`config.mk`:
```
export PLATFORM = sky130hd
export DESIGN_NAME = ms_adpcm_nibble_decoder_top
export DESIGN_NICKNAME = d
export VERILOG_FILES = /design/src/rtl/msadpcm_pkg.sv /design/src/rtl/ms_adpcm_nibble_decoder_top.sv
export SDC_FILE = /design/constraint.sdc
export NUM_CORES = 2
export LEC_CHECK = 0
export BUFFER_PORTS_ARGS = -buffer_cell sky130_fd_sc_hd__buf_2
export CAP_MARGIN = 20
export CORE_UTILIZATION = 65
export DETAILED_ROUTE_END_ITERATION = 16
export PLACE_DENSITY = 0.83
export SLEW_MARGIN = 10
export SYNTH_ARGS = -nofsm -noshare
export SYNTH_HDL_FRONTEND = slang
export SYNTH_SLANG_ARGS = --single-unit
```
`constraint.sdc`:
```
create_clock -name clock -period 28.5 [get_ports clock]
set_input_delay 1.425 -clock clock [delete_from_list [all_inputs] [get_ports clock]]
set_output_delay 1.425 -clock clock [all_outputs]
set_load 0.01 [all_outputs]
```
`src/rtl/msadpcm_pkg.sv`:
```
// msadpcm_pkg: constants, tables and types for the ms adpcm nibble decoder
// no dependencies; used by ms_adpcm_nibble_decoder_top
package msadpcm_pkg;

   localparam int CHANNELS         = 2;
   localparam int MAX_CUSTOM_PAIRS = 7;
   localparam int NUM_STD_PAIRS    = 7;
   localparam int NUM_PAIR_REGS    = 7;
   localparam int NUM_CSR          = NUM_PAIR_REGS + 1;
   localparam int CH_W             = (CHANNELS > 1) ? $clog2(CHANNELS) : 1;
   localparam int CSR_IDX_W        = $clog2(NUM_CSR);
   localparam int ADDR_W           = CSR_IDX_W + 2;
   localparam int PAIR_IDX_W       = $clog2(NUM_PAIR_REGS);
   localparam int CNT_W            = 3;
   localparam int MIN_STEP         = 16;

   // effective custom count limit
   localparam int CNT_LIMIT = (MAX_CUSTOM_PAIRS < NUM_PAIR_REGS) ? MAX_CUSTOM_PAIRS
                                                                   : NUM_PAIR_REGS;

   // item kinds
   localparam logic MODE_HEADER = 1'b0;
   localparam logic MODE_DATA   = 1'b1;

   // register map indexes
   localparam logic [CSR_IDX_W-1:0] CSR_CUSTOM_COUNT = CSR_IDX_W'(0);
   localparam logic [CSR_IDX_W-1:0] CSR_PAIR_BASE    = CSR_IDX_W'(1);

   typedef logic signed [15:0] sample_type;

   typedef struct packed {
      logic       mode;
      logic       channel;
      logic [7:0] predictor_index;
      sample_type initial_step;
      sample_type older_sample;
      sample_type newer_sample;
      logic [7:0] data_byte;
   } item_type;

   // standard coefficient pairs, first coefficient
   function automatic sample_type std_coef_first(input logic [2:0] idx);
      sample_type c;
      case (idx)
         3'd0:    c = 16'sd256;
         3'd1:    c = 16'sd512;
         3'd2:    c = 16'sd0;
         3'd3:    c = 16'sd192;
         3'd4:    c = 16'sd240;
         3'd5:    c = 16'sd460;
         3'd6:    c = 16'sd392;
         default: c = 16'sd0;
      endcase
      return c;
   endfunction

   // standard coefficient pairs, second coefficient
   function automatic sample_type std_coef_second(input logic [2:0] idx);
      sample_type c;
      case (idx)
         3'd0:    c = 16'sd0;
         3'd1:    c = -16'sd256;
         3'd2:    c = 16'sd0;
         3'd3:    c = 16'sd64;
         3'd4:    c = 16'sd0;
         3'd5:    c = -16'sd208;
         3'd6:    c = -16'sd232;
         default: c = 16'sd0;
      endcase
      return c;
   endfunction

   // step adaptation factors in 1/256 units
   function automatic logic [9:0] adapt_factor(input logic [3:0] nib);
      logic [9:0] f;
      case (nib)
         4'd4, 4'd12: f = 10'd307;
         4'd5, 4'd11: f = 10'd409;
         4'd6, 4'd10: f = 10'd512;
         4'd7, 4'd9:  f = 10'd614;
         4'd8:        f = 10'd768;
         default:     f = 10'd230;
      endcase
      return f;
   endfunction

endpackage

```
`src/rtl/ms_adpcm_nibble_decoder_top.sv`:
```
// ms_adpcm_nibble_decoder_top: 4-bit ms adpcm to 16-bit pcm decoder with apb-style csr port
// depends on msadpcm_pkg
//
// usage
//   req channel: one transfer per item. mode header loads one channel's history,
//   step size and coefficient pair; mode data carries one byte of two nibbles.
//   rsp channel: every item gives exactly two transfers, rsp_last high on the
//   second. a header returns the older then the newer history sample; a data
//   byte returns the high nibble decoded on channel 0, then the low nibble on
//   the last channel.
//   csr port: custom pair count at 0x00, coefficient pairs at 0x04..0x1c; pready
//   is tied high; the user writes them only while the decoder is idle (unenforced).
// timing
//   an item sits in the input register until both results are produced, since the
//   single shared decode path produces one sample a cycle while the output
//   register is free. each result goes from the input register to the output
//   register; a new item is not taken before the current one's second result, and
//   is taken in the cycle that second result is written to the output register.
// reset clears all channel state, csr registers and both valid flags.
// a stall on rsp holds the output register and then the input register;
// req_ready drops until space frees up.
module ms_adpcm_nibble_decoder_top (
   input  logic                                clock,
   input  logic                                reset,
   // input items
   input  logic                                req_valid,
   output logic                                req_ready,
   input  logic                                req_mode,
   input  logic                                req_channel,
   input  logic [7:0]                          req_predictor_index,
   input  logic signed [15:0]                  req_initial_step,
   input  logic signed [15:0]                  req_older_sample,
   input  logic signed [15:0]                  req_newer_sample,
   input  logic [7:0]                          req_data_byte,
   // results
   output logic                                rsp_valid,
   input  logic                                rsp_ready,
   output logic signed [15:0]                  rsp_pcm_sample,
   output logic                                rsp_out_channel,
   output logic                                rsp_last,
   // csr port
   input  logic                                psel,
   input  logic                                penable,
   input  logic                                pwrite,
   input  logic [msadpcm_pkg::ADDR_W-1:0]      paddr,
   input  logic [31:0]                         pwdata,
   output logic [31:0]                         prdata,
   output logic                                pready
);

   localparam int PROD_W = 34;
   localparam int PRED_W = PROD_W - 8;
   localparam int SUM_W  = PRED_W + 1;
   localparam int SERR_W = 21;
   localparam int ADP_W  = 27;

   // csr registers
   logic [msadpcm_pkg::CNT_W-1:0] pair_count_ff;
   logic [31:0]                   coef_pair_ff [msadpcm_pkg::NUM_PAIR_REGS];
   logic [msadpcm_pkg::CSR_IDX_W-1:0] csr_idx;
   logic                          csr_wr;

   // channel state
   msadpcm_pkg::sample_type hist_newer_ff  [msadpcm_pkg::CHANNELS];
   msadpcm_pkg::sample_type hist_older_ff  [msadpcm_pkg::CHANNELS];
   msadpcm_pkg::sample_type coef_first_ff  [msadpcm_pkg::CHANNELS];
   msadpcm_pkg::sample_type coef_second_ff [msadpcm_pkg::CHANNELS];
   msadpcm_pkg::sample_type step_size_ff   [msadpcm_pkg::CHANNELS];

   // input register
   msadpcm_pkg::item_type item_ff;
   logic                  stage_valid_ff, stage_valid_in;
   logic                  phase_ff, phase_in;

   // output register
   logic                    rsp_valid_ff, rsp_valid_in;
   msadpcm_pkg::sample_type pcm_ff, pcm_in;
   logic                    out_ch_ff, out_ch_in;
   logic                    last_ff;

   logic out_free, fire, req_take;

   // decode path
   logic [msadpcm_pkg::CH_W-1:0] ch;
   logic [msadpcm_pkg::CH_W-1:0] hdr_ch;
   logic [3:0]                   nib;
   logic signed [4:0]            err;
   msadpcm_pkg::sample_type      hn, ho, cf, cs, st;
   logic signed [PROD_W-1:0]     prod, prod_rnd;
   logic signed [PRED_W-1:0]     pred;
   logic signed [SERR_W-1:0]     step_err;
   logic signed [SUM_W-1:0]      s_sum;
   msadpcm_pkg::sample_type      s_clamp;
   logic signed [ADP_W-1:0]      adp_prod, adp_rnd;
   msadpcm_pkg::sample_type      step_new;

   // coefficient selection for headers
   logic [msadpcm_pkg::CNT_W-1:0]      cnt_eff;
   logic [msadpcm_pkg::PAIR_IDX_W-1:0] pair_idx;
   logic                               use_custom, use_std;
   msadpcm_pkg::sample_type            sel_first, sel_second;

   // ---------------------------------------------------------------- csr
   assign pready  = 1'b1;
   assign csr_idx = paddr[msadpcm_pkg::ADDR_W-1:2];
   assign csr_wr  = psel & penable & pwrite;

   always_comb begin
      if (csr_idx == msadpcm_pkg::CSR_CUSTOM_COUNT) begin
         prdata = 32'(pair_count_ff);
      end else begin
         prdata = coef_pair_ff[msadpcm_pkg::PAIR_IDX_W'(csr_idx - msadpcm_pkg::CSR_PAIR_BASE)];
      end
   end

   always_ff @(posedge clock) begin
      if (reset) begin
         pair_count_ff <= '0;
         for (int i = 0; i < msadpcm_pkg::NUM_PAIR_REGS; i++) begin
            coef_pair_ff[i] <= '0;
         end
      end else if (csr_wr) begin
         if (csr_idx == msadpcm_pkg::CSR_CUSTOM_COUNT) begin
            pair_count_ff <= pwdata[msadpcm_pkg::CNT_W-1:0];
         end else begin
            coef_pair_ff[msadpcm_pkg::PAIR_IDX_W'(csr_idx - msadpcm_pkg::CSR_PAIR_BASE)]
               <= pwdata;
         end
      end
   end

   // ---------------------------------------------------------------- handshake
   assign out_free  = ~rsp_valid_ff | rsp_ready;
   assign fire      = stage_valid_ff & out_free;
   assign req_ready = ~stage_valid_ff | (phase_ff & out_free);
   assign req_take  = req_valid & req_ready;

   always_comb begin
      stage_valid_in = stage_valid_ff;
      phase_in       = phase_ff;
      if (fire) begin
         phase_in = ~phase_ff;
         if (phase_ff) begin
            stage_valid_in = 1'b0;
         end
      end
      if (req_take) begin
         stage_valid_in = 1'b1;
         phase_in       = 1'b0;
      end
      rsp_valid_in = fire | (rsp_valid_ff & ~rsp_ready);
   end

   always_ff @(posedge clock) begin
      if (reset) begin
         stage_valid_ff <= 1'b0;
         phase_ff       <= 1'b0;
         rsp_valid_ff   <= 1'b0;
      end else begin
         stage_valid_ff <= stage_valid_in;
         phase_ff       <= phase_in;
         rsp_valid_ff   <= rsp_valid_in;
      end
   end

   always_ff @(posedge clock) begin
      if (req_take) begin
         item_ff.mode            <= req_mode;
         item_ff.channel         <= req_channel;
         item_ff.predictor_index <= req_predictor_index;
         item_ff.initial_step    <= req_initial_step;
         item_ff.older_sample    <= req_older_sample;
         item_ff.newer_sample    <= req_newer_sample;
         item_ff.data_byte       <= req_data_byte;
      end
      if (fire) begin
         pcm_ff    <= pcm_in;
         out_ch_ff <= out_ch_in;
         last_ff   <= phase_ff;
      end
   end

   // ---------------------------------------------------------------- decode
   always_comb begin
      // header channel beyond the build folds onto the last channel
      if (32'(item_ff.channel) >= msadpcm_pkg::CHANNELS) begin
         hdr_ch = msadpcm_pkg::CH_W'(msadpcm_pkg::CHANNELS - 1);
      end else begin
         hdr_ch = msadpcm_pkg::CH_W'(item_ff.channel);
      end

      if (item_ff.mode == msadpcm_pkg::MODE_HEADER) begin
         ch = hdr_ch;
      end else if (phase_ff) begin
         ch = msadpcm_pkg::CH_W'(msadpcm_pkg::CHANNELS - 1);
      end else begin
         ch = '0;
      end

      nib = phase_ff ? item_ff.data_byte[3:0] : item_ff.data_byte[7:4];
      err = $signed({nib[3], nib});

      hn = hist_newer_ff[ch];
      ho = hist_older_ff[ch];
      cf = coef_first_ff[ch];
      cs = coef_second_ff[ch];
      st = step_size_ff[ch];

      // prediction, divided by 256 toward zero
      prod     = PROD_W'(hn) * PROD_W'(cf) + PROD_W'(ho) * PROD_W'(cs);
      prod_rnd = prod + (prod[PROD_W-1] ? PROD_W'(255) : PROD_W'(0));
      pred     = prod_rnd[PROD_W-1:8];

      step_err = SERR_W'(st) * SERR_W'(err);
      s_sum    = SUM_W'(pred) + SUM_W'(step_err);
      if (s_sum > SUM_W'(32767)) begin
         s_clamp = 16'sh7fff;
      end else if (s_sum < -SUM_W'(32768)) begin
         s_clamp = -16'sh8000;
      end else begin
         s_clamp = s_sum[15:0];
      end

      // step adaptation, toward zero, wrapped to 16 bits then floored
      adp_prod = ADP_W'(st) * ADP_W'($signed({1'b0, msadpcm_pkg::adapt_factor(nib)}));
      adp_rnd  = adp_prod + (adp_prod[ADP_W-1] ? ADP_W'(255) : ADP_W'(0));
      step_new = adp_rnd[23:8];
      if (step_new < 16'(msadpcm_pkg::MIN_STEP)) begin
         step_new = 16'(msadpcm_pkg::MIN_STEP);
      end

      // coefficient pair for a header
      cnt_eff = (32'(pair_count_ff) > msadpcm_pkg::CNT_LIMIT)
                ? msadpcm_pkg::CNT_W'(msadpcm_pkg::CNT_LIMIT) : pair_count_ff;
      use_custom = 32'(item_ff.predictor_index) < 32'(cnt_eff);
      use_std    = 32'(item_ff.predictor_index) < msadpcm_pkg::NUM_STD_PAIRS;
      pair_idx   = item_ff.predictor_index[msadpcm_pkg::PAIR_IDX_W-1:0];
      if (use_custom) begin
         sel_first  = coef_pair_ff[pair_idx][15:0];
         sel_second = coef_pair_ff[pair_idx][31:16];
      end else begin
         sel_first  = msadpcm_pkg::std_coef_first(item_ff.predictor_index[2:0]);
         sel_second = msadpcm_pkg::std_coef_second(item_ff.predictor_index[2:0]);
      end

      if (item_ff.mode == msadpcm_pkg::MODE_HEADER) begin
         pcm_in = phase_ff ? item_ff.newer_sample : item_ff.older_sample;
      end else begin
         pcm_in = s_clamp;
      end
      out_ch_in = 1'(ch);
   end

   always_ff @(posedge clock) begin
      if (reset) begin
         for (int i = 0; i < msadpcm_pkg::CHANNELS; i++) begin
            hist_newer_ff[i]  <= '0;
            hist_older_ff[i]  <= '0;
            coef_first_ff[i]  <= '0;
            coef_second_ff[i] <= '0;
            step_size_ff[i]   <= '0;
         end
      end else if (fire) begin
         if (item_ff.mode == msadpcm_pkg::MODE_DATA) begin
            hist_older_ff[ch] <= hn;
            hist_newer_ff[ch] <= s_clamp;
            step_size_ff[ch]  <= step_new;
         end else if (!phase_ff) begin
            hist_older_ff[ch] <= item_ff.older_sample;
            hist_newer_ff[ch] <= item_ff.newer_sample;
            step_size_ff[ch]  <= item_ff.initial_step;
            if (use_custom || use_std) begin
               coef_first_ff[ch]  <= sel_first;
               coef_second_ff[ch] <= sel_second;
            end
         end
      end
   end

   assign rsp_valid       = rsp_valid_ff;
   assign rsp_pcm_sample  = pcm_ff;
   assign rsp_out_channel = out_ch_ff;
   assign rsp_last        = last_ff;

endmodule

```
### Word level (Yosys, flattened, before mapping)

Memory sizes are Yosys's and may differ from the RTL's. A register that Yosys moved wholly into a read port is not among the register bits.
Index checks and enable logic that the tools add are counted.

* bits in registers: 90
* RAM bits: 384
* memory bits (read-only): 160
* input bits: 110
* output and inout port bits: 53
* logic and storage cells: 131
* memories: 7

Memory list
* coef_pair_ff: depth 7, bits a word 32, read ports 2, clocked after memory_dff 1, write ports 7, line ms_adpcm_nibble_decoder_top.sv:59 `logic [31:0] coef_pair_ff [msadpcm_pkg::NUM_PAIR_REGS];`
* (name not given): depth 16, bits a word 10, read ports 1, clocked after memory_dff 0, write ports 0, line msadpcm_pkg.sv:76 `case (nib)`
* coef_first_ff: depth 2, bits a word 16, read ports 1, clocked after memory_dff 0, write ports 2, line ms_adpcm_nibble_decoder_top.sv:66 `msadpcm_pkg::sample_type coef_first_ff [msadpcm_pkg::CHANNELS];`
* coef_second_ff: depth 2, bits a word 16, read ports 1, clocked after memory_dff 0, write ports 2, line ms_adpcm_nibble_decoder_top.sv:67 `msadpcm_pkg::sample_type coef_second_ff [msadpcm_pkg::CHANNELS];`
* hist_newer_ff: depth 2, bits a word 16, read ports 1, clocked after memory_dff 0, write ports 2, line ms_adpcm_nibble_decoder_top.sv:64 `msadpcm_pkg::sample_type hist_newer_ff [msadpcm_pkg::CHANNELS];`
* hist_older_ff: depth 2, bits a word 16, read ports 1, clocked after memory_dff 0, write ports 2, line ms_adpcm_nibble_decoder_top.sv:65 `msadpcm_pkg::sample_type hist_older_ff [msadpcm_pkg::CHANNELS];`
* 1 more memories

* $add $sub $neg: 5
* multipliers: 4
* $lt $le $gt $ge: 5
* eq/ne operators: 5
* muxes and demuxes: 61
* bitwise operators: 16
* reductions and logical operators: 14

Operators with widths (number)
* 16-bit two-way mux: 15
* 16-bit OR reduction: 5
* 16-bit by 16-bit multiplier with 32-bit output: 2
* 32-bit two-way mux: 2
* 16-bit case mux with 4 select lines: 1
* 10-bit case mux with 6 select lines: 1
* 1-bit two-way mux: 37
* 33-bit by 9-bit adder with 34-bit output: 1
* 32-bit by 32-bit adder with 33-bit output: 1
* 32-bit OR reduction: 1
* 26-bit by 20-bit adder with 27-bit output: 1
* 27-bit by 16-bit > comparator with 1-bit output (second input constant): 1
* 27-bit by 16-bit < comparator with 1-bit output (second input constant): 1
* 16-bit by 11-bit multiplier with 27-bit output: 1
* 24-bit by 9-bit adder with 24-bit output: 1
* 16-bit by 4-bit multiplier with 20-bit output: 1
* 16-bit by 6-bit < comparator with 1-bit output (second input constant): 1
* 8-bit two-way mux: 2
* 3-bit == test (second input constant): 3
* 8-bit by 3-bit < comparator with 1-bit output: 1
* 8-bit by 3-bit < comparator with 1-bit output (second input constant): 1
* 1-bit bitwise AND: 6
* 3-bit zero test: 2
* 3-bit two-way mux: 2
* 10 further kinds: 20

### Logic depth before layout (Yosys ltp)

An unclocked memory read counts as a cell.

* depth in word-level cells: 13
* depth in mapped cells: 54
* depth with buffers taken out: 47

### Least setup slack after synthesis

No wires, ideal clock.

* path kind: reg-to-reg
* start point: reg phase_ff
* end point: mem hist_newer_ff[0][10] in the netlist's numbering, data pin
* library setup time: 167 ps
* data arrival time: 13518 ps
* data required time: 28333 ps
* slack: 14815 ps
* cell stages (with the launch flop): 50
* buffers on the path: 7
* period minus slack after synthesis: 13685 ps
* cells stage by stage: dfxtp_1 -> buf_2 -> mux2i_1 -> clkbuf_1 -> clkbuf_1 -> nand2_1 -> and2_1 -> nor2_1 -> fa_1 -> fa_1 -> inv_1 -> fa_1 -> inv_1 -> fa_1 -> fa_1 -> fa_1 -> fa_1 -> inv_1 -> [... 14 more ...] -> ha_1 -> inv_1 -> fa_1 -> fa_1 -> inv_1 -> ha_1 -> clkbuf_1 -> nand4_1 -> a21oi_1 -> a21oi_1 -> nor4_1 -> mux2_2 -> o21ai_0 -> nand4b_1 -> o31ai_1 -> clkbuf_1 -> nand2_1 -> a211oi_1

RTL lines
* start: declaration: line ms_adpcm_nibble_decoder_top.sv:73 `logic phase_ff, phase_in;`
* start signal: assignment: line ms_adpcm_nibble_decoder_top.sv:161 `phase_ff <= phase_in;`
* end: declaration: line ms_adpcm_nibble_decoder_top.sv:64

### Worst setup path after layout

* start point: reg item_ff[65] in the netlist's numbering
* end point: reg pcm_ff[9], in the netlist rsp_pcm_sample[9], data pin

* word-level cells in the longest chain between the ends: 11
* elaborated cells between the ends (all ways): 18

RTL lines
* start: declaration: line ms_adpcm_nibble_decoder_top.sv:71 `msadpcm_pkg::item_type item_ff;`
* 1-bit two-way mux: line ms_adpcm_nibble_decoder_top.sv:192 `if (item_ff.mode == msadpcm_pkg::MODE_HEADER) begin`
* memory 2 x 16 bit, on equally long branches
* 16-bit by 16-bit multiplier with 32-bit output: line ms_adpcm_nibble_decoder_top.sv:210 `prod = PROD_W'(hn) * PROD_W'(cf) + PROD_W'(ho) * PROD_W'(cs);`
* 32-bit by 32-bit adder with 33-bit output: line ms_adpcm_nibble_decoder_top.sv:210
* 8-bit two-way mux: line ms_adpcm_nibble_decoder_top.sv:211 `prod_rnd = prod + (prod[PROD_W-1] ? PROD_W'(255) : PROD_W'(0));`
* 33-bit by 9-bit adder with 34-bit output: line ms_adpcm_nibble_decoder_top.sv:211
* 26-bit by 20-bit adder with 27-bit output: line ms_adpcm_nibble_decoder_top.sv:215 `s_sum = SUM_W'(pred) + SUM_W'(step_err);`
* 27-bit by 16-bit < comparator with 1-bit output: line ms_adpcm_nibble_decoder_top.sv:218 `end else if (s_sum < -SUM_W'(32768)) begin`
* 16-bit two-way mux: line ms_adpcm_nibble_decoder_top.sv:218
* 16-bit two-way mux: line ms_adpcm_nibble_decoder_top.sv:216 `if (s_sum > SUM_W'(32767)) begin`
* 16-bit two-way mux *: line ms_adpcm_nibble_decoder_top.sv:246 `if (item_ff.mode == msadpcm_pkg::MODE_HEADER) begin`
* net pcm_in[9]: line ms_adpcm_nibble_decoder_top.sv:77 `msadpcm_pkg::sample_type pcm_ff, pcm_in;`
* end signal: assignment: line ms_adpcm_nibble_decoder_top.sv:177 `pcm_ff <= pcm_in;`
* end: declaration: line ms_adpcm_nibble_decoder_top.sv:77

Mark *: on every way through the listed nets, which the timed path passes. The rest lies on a longest branch.
A chain may end at the register's enable or synchronous reset.

==> run_results.csv <==
group,metric,value,unit
status,outcome,"finished, final reports clean",
placement,dpl.hpwl,116000,um
drt,drc,0,
setup_path,crit_slowest_cell,"nor2b_1",
yosys,synth_fa_ha_area_share,35.8,%
setup_path,cpPeakStageDelay,1000,ps
setup_path,cp.buffers_inverters,11,
clock_network,cts_resized,0,
yosys,synth-seq-area-share,27.5,%
yosys,synth_top_family_by_area,"adder cells",
clock_network,htree_levels,2,
yosys,synth_edf_count,468,
clock_network,insertion_delay,660,ps
drt,met3WireLength,19700,um
placement,dp_slack,11630,ps
layout,nNetsFinal,6537,
yosys,yosysWarnings,0,
die,top_level_ports,163,
setup_path,worstReg2RegEnd,"rsp_pcm_sample[9]",
yosys,synthTopCellsByArea,"fa_1 29%, edfxtp_1 26%, ha_1 6.5%",
setup_path,endpoint_kind,"flop",
clock_network,postCtsSetupBuffers,0,
drt,drt-total-wl,150000,um
sta,rsz0062_at_grt,"no",
die,die_y,291,um
placement,placed_area,55800,um^2
clock_network,clock_sinks,509,
sta,tightest_slew,1260,ps
drt,drtPass1Iterations,7,
yosys,syn_area_per_cell,10.2,um^2
yosys,synth_most_common_cell,"inv_1",
yosys,syn_area,54100,um^2
yosys,synth_commonest_cells,"932 x inv_1, 793 x fa_1, 748 x nor2_1",
setup_path,reg2reg_depth,47,
sta,min_period,17290,ps
layout,fillerInstances,5804,
setup_path,ff2ff_setup_slack,11210,ps
sta,setup_slack,11210,ps
yosys,synthMuxAreaShare,6.76,%
yosys,synth.top_cell.area_share,29.3,%
layout,drive_above_1_share,10.1,%
die,initial_utilization,65.8,%
layout,stdcell_count,6470,
drt,wl_met1,54800,um
clock_network,cts_made_buffers,52,
yosys,ys_types,97,
setup_path,startpoint_type,"flop",
yosys,syn_nets,6511,
drt,antenna_left,0,
drt,top_layer_used,"met5",
drt,wl_per_cell,23.2,um
setup_path,crit_fanout,63,
yosys,ys.flop_type,"edfxtp_1",
run,cap_violations,0,
sta,clock_skew,79.3,ps
setup_path,r2r_start,"item_ff[65]",
placement,dp.cells,6367,
setup_path,worstPathArrival,17510,ps
global_route,grt_max_degree,72,
min_path,min_from,"coef_pair_ff[6][2]",
yosys,async_flop_share,0,%
drt,dr_wl_met2,67000,um
yosys,synth-compound-area-share,5.98,%
sta,final_hold_viol_count,0,
die,dieArea,84400,um^2
placement,port_buffers,159,
sta,max_slew_margin,15.0,%
clock_network,cts_hold_buf,0,
yosys,synth-xor-area-share,1.96,%
global_route,grt_pass1_vias,41513,
sta,tns,0,ps
die,core-area,82200,um^2
clock_network,clk_pin_slew_worst_paths,60,ps
drt,drt-vias-per-instance,6.18,
sta,clock.fmax,57.8,MHz
yosys,yosys_register_bits,509,
min_path,min_path_type,"flop to flop",
setup_path,cpMostUsedCell,"fa_1",
clock_network,cts_tree,"done",
min_path,holdPathEnd,"coef_pair_ff[6][2]",
yosys,synthSimpleGateAreaFrac,13.7,%
sta,final-max-slew-violation-count,0,
drt,vias,39966,
drt,drt_iter0_markers,4711,
clock_network,cts_root_buf,"clkbuf_16",
global_route,grt_pass1_wl,235000,um
die,die_w,291,um
layout,stdcell_area,57600,um^2
yosys,yosys.area.top_type,"fa_1",
die,rows,105,
sta,fin_crit_sh,60.7,%
sta,setup_viol_count_final,0,
setup_path,crit_family,"adder cells",
global_route,antenna_found_initial,7,
setup_path,critPathKind,"flop to flop",
layout,area_delta_synth_final,6.37,%
setup_path,crit_required,28720,ps
yosys,postSynthCellCount,5328,
min_path,hold_depth,2,
global_route,grt_use_total,36.7,%
placement,finalWeightedCongestion,1.05,
setup_path,crit_start,"item_ff[65]",
global_route,grt-ovfl-total,0,
clock_network,cts_buffer_depth,3,
-- tightest hold or removal path, stage by stage, from the launching register on --
cell and delay [ps]:
dfxtp_1 320, nor2_1 100, a21oi_1 50
-- routing by layer --
metal,global-route usage [%],up-vias
met2,55.5,2645
li1,-,17093
met1,49.2,19698
met4,17.9,8
met5,1.59,-
met3,10.3,522
-- how the worst max path moves through the flow --
stage,endpoint,slack [ps],depth (start not counted)
after floorplan,hist_newer_ff[0][10],14820,49
after global placement,rsp_pcm_sample[8],11800,47
after detailed placement,rsp_pcm_sample[8],11630,47
after CTS,rsp_pcm_sample[12],11500,47
after global routing,rsp_pcm_sample[9],10570,47
final,rsp_pcm_sample[9],11210,47
-- placed cells by master, fill, tap and decap left out, types with 14 or more instances in the layout --
cell type,synthesis,layout
inv_1,932,932
fa_1,793,793
nor2_1,748,747
nand2_1,668,667
edfxtp_1,468,468
ha_1,280,279
a21oi_1,176,176
buf_2,6,158
mux4_2,128,128
xnor2_1,81,80
o21ai_0,78,78
and2_1,69,68
a211oi_1,62,62
buf_4,3,59
clkbuf_16,0,52
nor2b_1,50,49
mux2i_1,49,48
or2_2,38,38
xor2_1,38,37
dfxtp_1,41,37
nand3_1,27,27
nor3_1,27,25
mux2_2,24,24
nand2b_1,26,20
a21o_1,20,20
nand4_1,19,19
o211ai_1,17,17
or3_1,17,17
o21a_1,14,14
and3_1,15,14
-- layout make-up --
cell class	instances	area, um^2	share of cell area, %
multi-input cells	3637	34900	60.6
clock inverters	33	334	0.580
well taps	1070	1340	2.33
diodes	2	5.00	0.00869
inverters	934	3510	6.09
repair buffers	220	1280	2.22
clock buffers	65	1350	2.35
flip-flops and latches	509	14900	25.9
-- state kept, by name (all words and copies together), names as in the netlist, 3 cells and up, named ones only --
name            cells
step_size_ff       32
coef_first_ff      32
hist_newer_ff      32
cnt_eff             3
rsp_pcm_sample     16
item_ff            65
coef_pair_ff      256
hist_older_ff      32
coef_second_ff     32
-- stage by stage --
step | hold WS, ps | utilization [%]
after global placement | 462 | 67.9
after global routing | 522 | 70.0
after floorplan | 403 | -
after detailed placement | 482 | 67.9
final | 511 | 70.0
after CTS | 510 | 70.0
-- logic make-up after synthesis --
| kind of cell | count (synthesis) |
|---|---|
| compound gates | 491 |
| xor+xnor | 120 |
| fa+ha+maj | 1073 |
| buf+inv | 1182 |
| flops | 509 |
| mux | 202 |
| other cells | 1 |
| simple gates | 1750 |
Power is not shown: default switching activity piles up to over one toggle a cycle in this logic, so the estimate is an artifact.
